$ cat src/rtl/core/gse_pkg.sv
`timescale 1ns / 1ps

package gse_pkg;

    // Fixed bytes of the sector image
    localparam logic [7:0] SYNC_BYTE   = 8'hff;
    localparam logic [7:0] GAP_BYTE    = 8'h55;
    localparam logic [7:0] HEADER_MARK = 8'h08;
    localparam logic [7:0] DATA_MARK   = 8'h07;
    localparam logic [7:0] HEADER_PAD  = 8'h0f;
    localparam logic [7:0] ZERO_BYTE   = 8'h00;

    // Configuration register indexes
    localparam int CfgIdxW = 2;
    localparam logic [CfgIdxW-1:0] REG_DISK_ID_FIRST  = 2'd0;
    localparam logic [CfgIdxW-1:0] REG_DISK_ID_SECOND = 2'd1;

    // Job queue between front and back
    localparam int QDepth = 4;
    localparam int QAw    = $clog2(QDepth);

    // Output byte counts per job, as last index
    localparam logic [4:0] HEADER_LAST_IDX = 5'd20;
    localparam logic [4:0] GROUP_LAST_IDX  = 5'd4;
    localparam logic [4:0] TAIL_LAST_IDX   = 5'd12;

    typedef enum logic [1:0] {
        KIND_HEADER = 2'd0,
        KIND_GROUP  = 2'd1,
        KIND_TAIL   = 2'd2
    } job_kind_t;

    // One unit of work for the back part. For a header job, b0 holds the
    // header checksum, b1 the sector and b2 the track.
    typedef struct packed {
        job_kind_t  kind;
        logic [7:0] b0;
        logic [7:0] b1;
        logic [7:0] b2;
        logic [7:0] b3;
    } job_t;

    typedef struct packed {
        logic push;
        job_t job;
    } q_push_t;

    // 4-to-5 bit group code of one nibble
    function automatic logic [4:0] nibble_code(input logic [3:0] nib);
        logic [4:0] code;
        case (nib)
            4'h0: code = 5'h0a;
            4'h1: code = 5'h0b;
            4'h2: code = 5'h12;
            4'h3: code = 5'h13;
            4'h4: code = 5'h0e;
            4'h5: code = 5'h0f;
            4'h6: code = 5'h16;
            4'h7: code = 5'h17;
            4'h8: code = 5'h09;
            4'h9: code = 5'h19;
            4'ha: code = 5'h1a;
            4'hb: code = 5'h1b;
            4'hc: code = 5'h0d;
            4'hd: code = 5'h1d;
            4'he: code = 5'h1e;
            default: code = 5'h15;
        endcase
        return code;
    endfunction

    // Code four bytes, high nibble first, into a 40-bit word
    function automatic logic [39:0] gcr_group(input logic [31:0] four);
        logic [39:0] bits;
        bits = '0;
        for (int i = 0; i < 8; i++)
        begin
            bits[39 - 5*i -: 5] = nibble_code(four[31 - 4*i -: 4]);
        end
        return bits;
    endfunction

endpackage

$ cat src/rtl/core/gse_front.sv
`timescale 1ns / 1ps

module gse_front
(
    input  logic                clk,
    input  logic                rst_n,
    input  logic                in_valid,
    output logic                in_stall,
    input  logic [7:0]          data_byte,
    input  logic [5:0]          track_number,
    input  logic [4:0]          sector_number,
    input  logic [7:0]          disk_id_first,
    input  logic [7:0]          disk_id_second,
    input  logic                q_full,
    output gse_pkg::q_push_t    q_wr
);

    logic [7:0] pos_reg;
    logic [7:0] pos_next;
    logic [7:0] pend0_reg;
    logic [7:0] pend0_next;
    logic [7:0] pend1_reg;
    logic [7:0] pend1_next;
    logic [7:0] pend2_reg;
    logic [7:0] pend2_next;
    logic [7:0] xor_reg;
    logic [7:0] xor_next;
    logic       accept;
    logic [1:0] slot;
    logic [7:0] chk;

    assign in_stall = q_full;
    assign accept   = in_valid && !q_full;
    assign slot     = pos_reg[1:0] + 2'd1;
    assign chk      = {3'd0, sector_number} ^ {2'd0, track_number}
                      ^ disk_id_second ^ disk_id_first;

    // Classify the transaction and collect data bytes into groups
    always_comb
    begin
        pos_next   = pos_reg;
        pend0_next = pend0_reg;
        pend1_next = pend1_reg;
        pend2_next = pend2_reg;
        xor_next   = xor_reg;
        q_wr       = '0;
        q_wr.job.kind = gse_pkg::KIND_GROUP;
        if (accept)
        begin
            pos_next = pos_reg + 8'd1;
            if (pos_reg == 8'd0)
            begin
                q_wr.push     = 1'b1;
                q_wr.job.kind = gse_pkg::KIND_HEADER;
                q_wr.job.b0   = chk;
                q_wr.job.b1   = {3'd0, sector_number};
                q_wr.job.b2   = {2'd0, track_number};
                q_wr.job.b3   = gse_pkg::ZERO_BYTE;
                pend0_next    = gse_pkg::DATA_MARK;
                pend1_next    = data_byte;
                xor_next      = data_byte;
            end
            else if (pos_reg == 8'hff)
            begin
                xor_next      = xor_reg ^ data_byte;
                q_wr.push     = 1'b1;
                q_wr.job.kind = gse_pkg::KIND_TAIL;
                q_wr.job.b0   = data_byte;
                q_wr.job.b1   = xor_reg ^ data_byte;
                q_wr.job.b2   = gse_pkg::ZERO_BYTE;
                q_wr.job.b3   = gse_pkg::ZERO_BYTE;
            end
            else
            begin
                xor_next = xor_reg ^ data_byte;
                case (slot)
                    2'd0: pend0_next = data_byte;
                    2'd1: pend1_next = data_byte;
                    2'd2: pend2_next = data_byte;
                    default:
                    begin
                        q_wr.push     = 1'b1;
                        q_wr.job.kind = gse_pkg::KIND_GROUP;
                        q_wr.job.b0   = pend0_reg;
                        q_wr.job.b1   = pend1_reg;
                        q_wr.job.b2   = pend2_reg;
                        q_wr.job.b3   = data_byte;
                    end
                endcase
            end
        end
    end

    always_ff @(posedge clk or negedge rst_n)
    begin
        if (!rst_n)
        begin
            pos_reg   <= '0;
            pend0_reg <= '0;
            pend1_reg <= '0;
            pend2_reg <= '0;
            xor_reg   <= '0;
        end
        else
        begin
            pos_reg   <= pos_next;
            pend0_reg <= pend0_next;
            pend1_reg <= pend1_next;
            pend2_reg <= pend2_next;
            xor_reg   <= xor_next;
        end
    end

`ifndef SYNTH
    // A header job leaves only for the first byte of a sector
    a_header_at_start: assert property (@(posedge clk) disable iff (!rst_n)
        (q_wr.push && q_wr.job.kind == gse_pkg::KIND_HEADER) |-> (pos_reg == 8'd0))
        else $error("header job pushed off sector start");
    // Nothing is pushed without an accepted transaction
    a_push_on_accept: assert property (@(posedge clk) disable iff (!rst_n)
        q_wr.push |-> accept)
        else $error("job pushed without accepted transaction");
    // Position steps by one per accepted transaction
    a_pos_step: assert property (@(posedge clk) disable iff (!rst_n)
        accept |=> (pos_reg == $past(pos_reg) + 8'd1))
        else $error("byte position did not advance");
`endif

endmodule

$ cat src/rtl/core/gse_queue.sv
`timescale 1ns / 1ps

module gse_queue
(
    input  logic                clk,
    input  logic                rst_n,
    input  gse_pkg::q_push_t    q_wr,
    output logic                q_full,
    input  logic                pop,
    output logic                q_valid,
    output gse_pkg::job_t       q_head
);

    gse_pkg::job_t            mem [gse_pkg::QDepth];
    logic [gse_pkg::QAw-1:0]  wr_ptr_reg;
    logic [gse_pkg::QAw-1:0]  rd_ptr_reg;
    logic [gse_pkg::QAw:0]    count_reg;
    logic [gse_pkg::QAw:0]    count_next;
    logic                     do_push;
    logic                     do_pop;

    assign q_full  = (count_reg == (gse_pkg::QAw+1)'(gse_pkg::QDepth));
    assign q_valid = (count_reg != '0);
    assign q_head  = mem[rd_ptr_reg];
    assign do_push = q_wr.push && !q_full;
    assign do_pop  = pop && q_valid;

    // Track occupancy
    always_comb
    begin
        count_next = count_reg;
        if (do_push && !do_pop)
        begin
            count_next = count_reg + (gse_pkg::QAw+1)'(1);
        end
        else if (do_pop && !do_push)
        begin
            count_next = count_reg - (gse_pkg::QAw+1)'(1);
        end
    end

    always_ff @(posedge clk or negedge rst_n)
    begin
        if (!rst_n)
        begin
            wr_ptr_reg <= '0;
            rd_ptr_reg <= '0;
            count_reg  <= '0;
        end
        else
        begin
            count_reg <= count_next;
            if (do_push)
            begin
                wr_ptr_reg <= wr_ptr_reg + (gse_pkg::QAw)'(1);
            end
            if (do_pop)
            begin
                rd_ptr_reg <= rd_ptr_reg + (gse_pkg::QAw)'(1);
            end
        end
    end

    // Store the job
    always_ff @(posedge clk)
    begin
        if (do_push)
        begin
            mem[wr_ptr_reg] <= q_wr.job;
        end
    end

`ifndef SYNTH
    a_no_overflow: assert property (@(posedge clk) disable iff (!rst_n)
        q_wr.push |-> !q_full)
        else $error("push into full job queue");
    a_no_underflow: assert property (@(posedge clk) disable iff (!rst_n)
        pop |-> q_valid)
        else $error("pop from empty job queue");
    a_count_bound: assert property (@(posedge clk) disable iff (!rst_n)
        count_reg <= (gse_pkg::QAw+1)'(gse_pkg::QDepth))
        else $error("job queue count out of range");
`endif

endmodule

$ cat src/rtl/core/gse_back.sv
`timescale 1ns / 1ps

module gse_back
(
    input  logic                clk,
    input  logic                rst_n,
    input  logic [7:0]          disk_id_first,
    input  logic [7:0]          disk_id_second,
    input  logic                q_valid,
    input  gse_pkg::job_t       q_head,
    output logic                pop,
    output logic                out_valid,
    input  logic                out_stall,
    output logic [7:0]          gcr_byte,
    output logic                sector_end
);

    gse_pkg::job_t cur_reg;
    logic          cur_valid_reg;
    logic [4:0]    idx_reg;
    logic          out_valid_reg;
    logic [7:0]    byte_reg;
    logic          end_reg;

    logic          advance;
    logic          at_last;
    logic [4:0]    last_idx;
    logic [31:0]   grp_src;
    logic [39:0]   grp_bits;
    logic [2:0]    off;
    logic          use_grp;
    logic [7:0]    byte_val;
    logic          end_val;
    logic [7:0]    grp_byte;

    assign advance = cur_valid_reg && (!out_valid_reg || !out_stall);
    assign at_last = (idx_reg == last_idx);
    assign pop     = q_valid && (!cur_valid_reg || (advance && at_last));

    // Last output index of the current job
    always_comb
    begin
        case (cur_reg.kind)
            gse_pkg::KIND_HEADER: last_idx = gse_pkg::HEADER_LAST_IDX;
            gse_pkg::KIND_TAIL:   last_idx = gse_pkg::TAIL_LAST_IDX;
            default:              last_idx = gse_pkg::GROUP_LAST_IDX;
        endcase
    end

    // Pick the group source or the fixed byte for this output slot
    always_comb
    begin
        grp_src  = {cur_reg.b0, cur_reg.b1, cur_reg.b2, cur_reg.b3};
        off      = idx_reg[2:0];
        use_grp  = 1'b0;
        byte_val = gse_pkg::GAP_BYTE;
        end_val  = 1'b0;
        case (cur_reg.kind)
            gse_pkg::KIND_HEADER:
            begin
                if (idx_reg == 5'd0 || idx_reg == gse_pkg::HEADER_LAST_IDX)
                begin
                    byte_val = gse_pkg::SYNC_BYTE;
                end
                else if (idx_reg <= 5'd5)
                begin
                    use_grp = 1'b1;
                    off     = 3'(idx_reg - 5'd1);
                    grp_src = {gse_pkg::HEADER_MARK, cur_reg.b0, cur_reg.b1,
                               cur_reg.b2};
                end
                else if (idx_reg <= 5'd10)
                begin
                    use_grp = 1'b1;
                    off     = 3'(idx_reg - 5'd6);
                    grp_src = {disk_id_second, disk_id_first,
                               gse_pkg::HEADER_PAD, gse_pkg::HEADER_PAD};
                end
            end
            gse_pkg::KIND_TAIL:
            begin
                if (idx_reg <= 5'd4)
                begin
                    use_grp = 1'b1;
                end
                end_val = (idx_reg == gse_pkg::TAIL_LAST_IDX);
            end
            default:
            begin
                use_grp = 1'b1;
            end
        endcase
    end

    assign grp_bits = gse_pkg::gcr_group(grp_src);

    // Select one of the five coded bytes, MSB first
    always_comb
    begin
        case (off)
            3'd0:    grp_byte = grp_bits[39:32];
            3'd1:    grp_byte = grp_bits[31:24];
            3'd2:    grp_byte = grp_bits[23:16];
            3'd3:    grp_byte = grp_bits[15:8];
            default: grp_byte = grp_bits[7:0];
        endcase
    end

    // Step through the current job and load the next one
    always_ff @(posedge clk or negedge rst_n)
    begin
        if (!rst_n)
        begin
            cur_valid_reg <= 1'b0;
            idx_reg       <= '0;
            out_valid_reg <= 1'b0;
        end
        else
        begin
            if (advance)
            begin
                out_valid_reg <= 1'b1;
            end
            else if (!out_stall)
            begin
                out_valid_reg <= 1'b0;
            end
            if (advance && !at_last)
            begin
                idx_reg <= idx_reg + 5'd1;
            end
            else if (!cur_valid_reg || advance)
            begin
                idx_reg       <= '0;
                cur_valid_reg <= q_valid;
            end
        end
    end

    // Hold payload of the current job and the output byte
    always_ff @(posedge clk)
    begin
        if (pop)
        begin
            cur_reg <= q_head;
        end
        if (advance)
        begin
            byte_reg <= use_grp ? grp_byte : byte_val;
            end_reg  <= end_val;
        end
    end

    assign out_valid  = out_valid_reg;
    assign gcr_byte   = byte_reg;
    assign sector_end = end_reg;

`ifndef SYNTH
    a_end_is_gap: assert property (@(posedge clk) disable iff (!rst_n)
        (out_valid && sector_end) |-> (gcr_byte == gse_pkg::GAP_BYTE))
        else $error("sector end flagged on non-gap byte");
    a_idx_bound: assert property (@(posedge clk) disable iff (!rst_n)
        cur_valid_reg |-> (idx_reg <= last_idx))
        else $error("job byte index past job length");
    a_pop_when_free: assert property (@(posedge clk) disable iff (!rst_n)
        (pop && cur_valid_reg) |-> (advance && at_last))
        else $error("job loaded over unfinished job");
`endif

endmodule

$ cat src/rtl/core/gcr_sector_encoder.sv
`timescale 1ns / 1ps

// GCR sector encoder. Feed the 256 data bytes of a sector in order; track and
// sector numbers are taken with the first byte, and the byte count wraps to a
// new sector after byte 255. Each sector produces a 354-byte image: sync,
// 10-byte coded header, 9-byte gap, sync, 325-byte coded data block and an
// 8-byte gap, with sector_end set on the final gap byte. The output channel
// delivers one byte per clock while it has a job and is not stalled, so the
// sustained rate is set by that byte stream of 354 bytes per 256 input bytes.
// The input side takes one byte per clock until the 4-entry job queue
// between the input classifier and the byte generator fills; it fills during
// the 21-byte header, and since each 4-byte group then becomes 5 output bytes,
// the input is held back by the output through the data block and longer
// during the 13-byte tail. Disk ID registers are
// written through the configuration port, which is always ready; writes to
// indexes other than 0 and 1 are ignored, and writes belong between sectors.

module gcr_sector_encoder
(
    input  logic                           clk,
    input  logic                           rst_n,
    input  logic                           in_valid,
    output logic                           in_stall,
    input  logic [7:0]                     data_byte,
    input  logic [5:0]                     track_number,
    input  logic [4:0]                     sector_number,
    output logic                           out_valid,
    input  logic                           out_stall,
    output logic [7:0]                     gcr_byte,
    output logic                           sector_end,
    input  logic                           cfg_valid,
    output logic                           cfg_ready,
    input  logic [gse_pkg::CfgIdxW-1:0]    cfg_index,
    input  logic [7:0]                     cfg_data
);

    logic [7:0]         id_first_reg;
    logic [7:0]         id_second_reg;
    logic               q_full;
    logic               q_valid;
    logic               pop;
    gse_pkg::q_push_t   q_wr;
    gse_pkg::job_t      q_head;

    assign cfg_ready = 1'b1;

    // Write disk ID registers
    always_ff @(posedge clk or negedge rst_n)
    begin
        if (!rst_n)
        begin
            id_first_reg  <= '0;
            id_second_reg <= '0;
        end
        else if (cfg_valid)
        begin
            case (cfg_index)
                gse_pkg::REG_DISK_ID_FIRST:  id_first_reg  <= cfg_data;
                gse_pkg::REG_DISK_ID_SECOND: id_second_reg <= cfg_data;
                default: ;
            endcase
        end
    end

    gse_front u_front
    (
        .clk            (clk),
        .rst_n          (rst_n),
        .in_valid       (in_valid),
        .in_stall       (in_stall),
        .data_byte      (data_byte),
        .track_number   (track_number),
        .sector_number  (sector_number),
        .disk_id_first  (id_first_reg),
        .disk_id_second (id_second_reg),
        .q_full         (q_full),
        .q_wr           (q_wr)
    );

    gse_queue u_queue
    (
        .clk     (clk),
        .rst_n   (rst_n),
        .q_wr    (q_wr),
        .q_full  (q_full),
        .pop     (pop),
        .q_valid (q_valid),
        .q_head  (q_head)
    );

    gse_back u_back
    (
        .clk            (clk),
        .rst_n          (rst_n),
        .disk_id_first  (id_first_reg),
        .disk_id_second (id_second_reg),
        .q_valid        (q_valid),
        .q_head         (q_head),
        .pop            (pop),
        .out_valid      (out_valid),
        .out_stall      (out_stall),
        .gcr_byte       (gcr_byte),
        .sector_end     (sector_end)
    );

endmodule

$ cat config.mk
export PLATFORM = sky130hd
export DESIGN_NAME = gcr_sector_encoder
export DESIGN_NICKNAME = d
export VERILOG_FILES = /design/src/rtl/core/gse_pkg.sv /design/src/rtl/core/gse_front.sv /design/src/rtl/core/gse_queue.sv /design/src/rtl/core/gse_back.sv /design/src/rtl/core/gcr_sector_encoder.sv
export SDC_FILE = /design/constraint.sdc
export NUM_CORES = 1
export LEC_CHECK = 0
export ABC_AREA = 1
export BUFFER_PORTS_ARGS = -buffer_cell sky130_fd_sc_hd__buf_4
export CELL_PAD_IN_SITES_DETAIL_PLACEMENT = 1
export CELL_PAD_IN_SITES_GLOBAL_PLACEMENT = 2
export CORE_MARGIN = 2
export CORE_UTILIZATION = 37
export DETAILED_ROUTE_END_ITERATION = 10
export GPL_ROUTABILITY_DRIVEN = 0
export PLACE_DENSITY = 0.87
export SYNTH_ARGS = -nofsm -noshare
export SYNTH_HDL_FRONTEND = slang
export SYNTH_SLANG_ARGS = --single-unit
export TNS_END_PERCENT = 1
$ cat constraint.sdc
create_clock -name clk -period 3.36 [get_ports clk]
set_clock_uncertainty 0.15 [all_clocks]
set_input_delay 0.336 -clock clk [delete_from_list [all_inputs] [get_ports clk]]
set_output_delay 0.336 -clock clk [all_outputs]
set_load 0.01 [all_outputs]
### After elaboration in Yosys (flattened, before gate mapping)

Memory sizes are Yosys's and may differ from the RTL's. A register that Yosys moved wholly into a read port is not among the register bits.
Index checks and enable logic that the tools add are counted.

* register bits after elaboration: 79
* latch bits: 0
* bits in writable memories: 136
* bits in read-only memories: 640
* input port bits: 34
* output and inout bits: 12
* logic and storage cells: 132
* memories: 9

Memories
* u_queue.mem: depth 4, bits a word 34, read ports 1, clocked after Yosys merged registers in 1, write ports 1, line gse_queue.sv:14 `gse_pkg::job_t mem [gse_pkg::QDepth];`
* (name not given): depth 16, bits a word 5, read ports 1, clocked after Yosys merged registers in 0, write ports 0, line gse_pkg.sv:51 `case (nib)`
* (name not given): depth 16, bits a word 5, read ports 1, clocked after Yosys merged registers in 0, write ports 0, line gse_pkg.sv:51
* (name not given): depth 16, bits a word 5, read ports 1, clocked after Yosys merged registers in 0, write ports 0, line gse_pkg.sv:51
* (name not given): depth 16, bits a word 5, read ports 1, clocked after Yosys merged registers in 0, write ports 0, line gse_pkg.sv:51
* (name not given): depth 16, bits a word 5, read ports 1, clocked after Yosys merged registers in 0, write ports 0, line gse_pkg.sv:51
* +3 memories

* $add $sub $neg: 9
* multipliers: 0
* divide/modulo/power cells: 0
* $lt $le $gt $ge: 3
* equal/unequal tests: 14
* shift operators: 0
* muxes and demuxes: 37
* bitwise logic cells: 7
* reduce and logical (&&, ||, !) cells: 38

Operator list (number)
* $mux W35: 4
* $mux W32: 4
* $mux W8: 10
* $pmux W8 S4: 1
* $xor A8 B8 Y8: 3
* $mux W3: 6
* $le A5 B3 Y1 const B: 2
* $mux W5: 2
* $pmux W5 S2: 1
* $logic_and A1 B1 Y1: 9
* $add A8 B1 Y8 const B: 1
* $eq A8 B8 Y1 const B: 1
* $logic_not A8 Y1: 1
* $mux W1: 8
* $reduce_bool A2 Y1: 4
* $logic_not A1 Y1: 7
* $add A2 B1 Y2 const B: 3
* $eq A3 B2 Y1 const B: 2
* $logic_not A2 Y1: 3
* $reduce_and A2 Y1: 3
* $reduce_and A3 Y1: 2
* $sub A3 B1 Y3 const B: 2
* $xor A5 B6 Y6: 1
* $add A5 B1 Y5 const B: 1
* 19 further kinds: 27

### Depth between registers and ports, before layout

* depth in word-level cells: 12
* depth in mapped cells: 19
* mapped depth without buffers: 19

### Modules after synthesis

Synthesis repeated with hierarchy kept, for this count alone.

* cell total of the unflattened synthesis: 1385
* area total of the unflattened synthesis: 12909.9 um2

Modules (own cells, without submodules)
* gse_queue: times used 1, cells an instance 457, area each 5920.7 um2, seq. area each 4259.1 um2
* gse_back: times used 1, cells an instance 424, area each 3419.5 um2, seq. area each 1466.4 um2
* gse_front: times used 1, cells an instance 431, area each 2862.7 um2, seq. area each 1001.0 um2
* gcr_sector_encoder: times used 1, cells an instance 73, area each 706.9 um2, seq. area each 400.4 um2

### Least setup slack after synthesis

OpenSTA, ideal clock, no wires.

* kind: reg-to-reg
* start point: register u_back.idx_reg[1]
* end point: register u_queue.count_reg[1] (netlist bit)
* setup time: 0.125 ns
* arrival time: 3.435 ns
* required time: 3.085 ns
* path slack: -0.350 ns
* cell stages (with the launch flop): 16
* buffers on the path: 0
* period minus slack after synthesis: 3.710 ns
* cell sequence: dfrtp_1 > inv_1 > ha_1 > nand2_1 > inv_1 > nand2_1 > a211oi_1 > inv_1 > o21ai_1 > inv_1 > nor2_2 > inv_2 > ha_1 > inv_1 > fa_1 > mux2_2

* word-level cells in the longest chain between the ends: 8
* elaborated cells between the ends (all ways): 10
* those cells by class: 1 x eq/ne; 1 x mux; 8 x reduce/logical

Ends and longest elaborated chain
* start, declared: line gse_back.sv:20 `logic [4:0] idx_reg;`
* start signal, assigned: line gse_back.sv:130 `idx_reg <= idx_reg + 5'd1;`
* $eq A5 B5 Y1: line gse_back.sv:37 `assign at_last = (idx_reg == last_idx);`
* $logic_and A1 B1 Y1: line gse_back.sv:38 `assign pop = q_valid && (!cur_valid_reg || (advance && at_last));`
* $logic_or A1 B1 Y1: line gse_back.sv:38
* $logic_and A1 B1 Y1: line gse_back.sv:38
* named net pop: line gcr_sector_encoder.sv:41 `logic pop;`
* $logic_and A1 B1 Y1: line gse_queue.sv:26 `assign do_pop = pop && q_valid;`
* $logic_not A1 Y1: line gse_queue.sv:32 `if (do_push && !do_pop)`
* $logic_and A1 B1 Y1: line gse_queue.sv:32
* $mux W3: line gse_queue.sv:32
* named net u_queue.count_next, one bit: line gse_queue.sv:18 `logic [gse_pkg::QAw:0] count_next;`
* end signal, assigned: line gse_queue.sv:52 `count_reg <= count_next;`
* end, declared: line gse_queue.sv:17 `logic [gse_pkg::QAw:0] count_reg;`

The timed path passes the listed nets, and every way through them passes these cells.
A chain may end at the register's enable or synchronous reset.

### Worst setup path in the final report

Ends and elaborated chain as after synthesis.

==> metrics.txt <==
Req. time, crit path 3.65 ns; Mapped Nets 1,196; relative slew slack 35.41%; routed length per instance 20.05 um; Non-Filler Instances 1,639; Synth cell types 54; synthesis-to-finish area growth 17.62%; Synth Cell Area 11,680 um^2; FF-to-FF path depth 15; Remaining DRCs 0; DP Worst Slack 0.2696 ns; Floorplan Core Area 31,310 um^2; leakage 0.005499 uW; arrival time worst endpoint 3.30 ns; number of synthesized register bits 249; Post-Route Setup TNS 0 ns; ranking of synthesized cells by area edfxtp_1 46%, dfrtp_1 15%, nand2_1 6.7%; Routed Antenna Nets 0; Setup Buffers After CTS 0; status finished clean; CTS Buffer Depth 3; layout cells sized above 1 13.26%; Synthesis Warnings 0; Max IR drop VDD 559.1 uV; placed inst area 12,630 um^2; Ports 46; Pre-antenna DRT Iters 5; setup violators final 0; Slew Limit Fails 0; vias per cell 5.249; register area share after synthesis 61.00%; num rows 65; Finished Cell Area 13,740 um^2; min Tclk post-route 3.012 ns; Main synth FF type edfxtp_1; asr flop ratio synth 28.11%; Syn Area/Cell 10.23 um^2; grt ovf 0; leading area contributor after synthesis edfxtp_1; Max FO, Critical Path 7; Inserted Diodes 0; worst slew pin tran 0.9653 ns; most common cell in the synthesized netlist nand2_1; GRT Overall Usage 20.26%; Final Hold Viols 0; Max Freq 332.0 MHz; synth cell count leaders 210 x nand2_1, 179 x edfxtp_1, 150 x nor2_1, 123 x o21ai_0, 98 x inv_1; final wirelength 32,860 um; FF-to-FF setup slack 0.35 ns; cells after synthesis 1,142; post-layout util 43.88%; initial antenna violation count 0; Die Height 181.7 um; top cell type's share of synthesized area 46.01%; first-pass GRT wire length 51,620 um; die area 33,010 um^2; Final period util 89.65%; number of flip-flops in the largest register 136; Post-synth EDFFs 179; final net count 1,271; Inserted Clock Buffers 28; Clock Sinks 249; Clock transition at path regs 0.06 ns; Cell Pwr Density 862.1 nW/um^2; Setup crit end kind flip-flop; Die W 181.7 um; CTS tree built; Final Worst Setup Slack 0.3478 ns; crit path kind flip-flop to flip-flop; largest net degree at the start of global routing 71; via count 8,603; Clock Root Buffer clkbuf_16; initial core utilization 37.31%; Hold Path Depth 3; DR iter-0 viols 643; htree depth 1; Worst-Skew Late Latency 0.56 ns; number of global-route vias before repair 9,058; Max Cap Viol 0; worst min path class primary input to flip-flop; Placed Cells incl. Taps 1,574; port buffer count 44; Critical Path Source Type flip-flop; final HPWL from detailed placement 23,310 um; RSZ-0062 raised after global routing no
area by class of cell:
| type | instances | area (um^2) |
|---|---|---|
| Clock buffer | 30 | 708.2 |
| Multi-Input combinational cell | 745 | 3986 |
| Tap cell | 402 | 503.0 |
| Inverter | 106 | 397.9 |
| Sequential cell | 249 | 7128 |
| Clock inverter | 20 | 251.5 |
| Fill cell | 3473 | 17570 |
| Timing Repair Buffer | 87 | 765.7 |
metrics by stage:
stage / total power, uW / hold WS [ns]
6_report: 11850 / 0.04408
5_1_grt: 12620 / 0.03381
4_1_cts: 11930 / 0.02124
3_5_place_dp: 8702 / 0.3240
3_3_place_gp: 8556 / 0.3180
2_1_floorplan: 7218 / -0.1096
final timing paths:
kind | endpoint | from
setup reg to reg | u_queue.count_reg[1] | u_back.idx_reg[1]
min in group asynchronous | u_back.out_valid | rst_n
hold / removal | u_front.xor_reg[0] | data_byte[0]
setup / recovery | u_queue.count_reg[1] | u_back.idx_reg[1]
hold reg to reg | u_front.pend2_reg[3] | u_front.pend2_reg[3]
max in group asynchronous | u_queue.rd_ptr_reg[0] | rst_n
power by group:
group	total (uW)	leakage [uW]	internal (uW)	switching, uW
Sequential	4450	0.00249	4050	392
Clock	3170	0.000463	1910	1260
Combinational	4230	0.00255	1390	2840
Total	11800	0.00550	7360	4490
cell usage in the layout (no fill, tap or decap), drive strengths merged, types with 6 or more instances in the layout:
cell type,instances
nand2,221
edfxtp,179
nor2,165
o21ai,133
inv,105
buf,72
dfrtp,70
o22ai,44
nand3,35
clkbuf,30
xor2,26
a21oi,23
ha,19
xnor2,16
dlygate4sd3,15
clkinv,14
nor3,9
a211oi,7
o221ai,7
a32oi,6
timing repair:
item                       CTS  global route
setup endpoints to repair    0             2
hold endpoints to repair    93             0
resized for setup            0             2
hold buffers                15             0
per-layer routing:
metal / global-route usage, % / wire, um / vias up / part of all wire, %
li1: - / - / 4057 / -
met1: 27.03 / 14630 / 4270 / 45
met2: 34.82 / 15980 / 219 / 49
met3: 2.748 / 1447 / 57 / 4.4
met4: 5.431 / 801 / 0 / 2.4
met5: 0 / 0 / - / 0
critical path: stages, from the launching register on:
cell	delay [ns]
dfrtp_1	0.44
inv_2	0.15
ha_1	0.23
nand2_1	0.09
inv_1	0.11
nand2_1	0.06
a211oi_1	0.18
inv_1	0.11
o21ai_1	0.17
inv_1	0.09
nor2_4	0.11
inv_2	0.05
ha_1	0.19
inv_1	0.09
fa_1	0.42
mux2_2	0.27
cell families after synthesis:
logic type	share of synthesized area (%)
AO/OA/AOI/OAI	12.13
XOR/XNOR	3.149
adder cells (fa/ha/maj)	2.206
buffers and inverters	5.194
flip-flops	61.00
multiplexers	0.09638
other	0.03210
AND/OR/NAND/NOR	16.18
(Power assumes the default switching activity.)
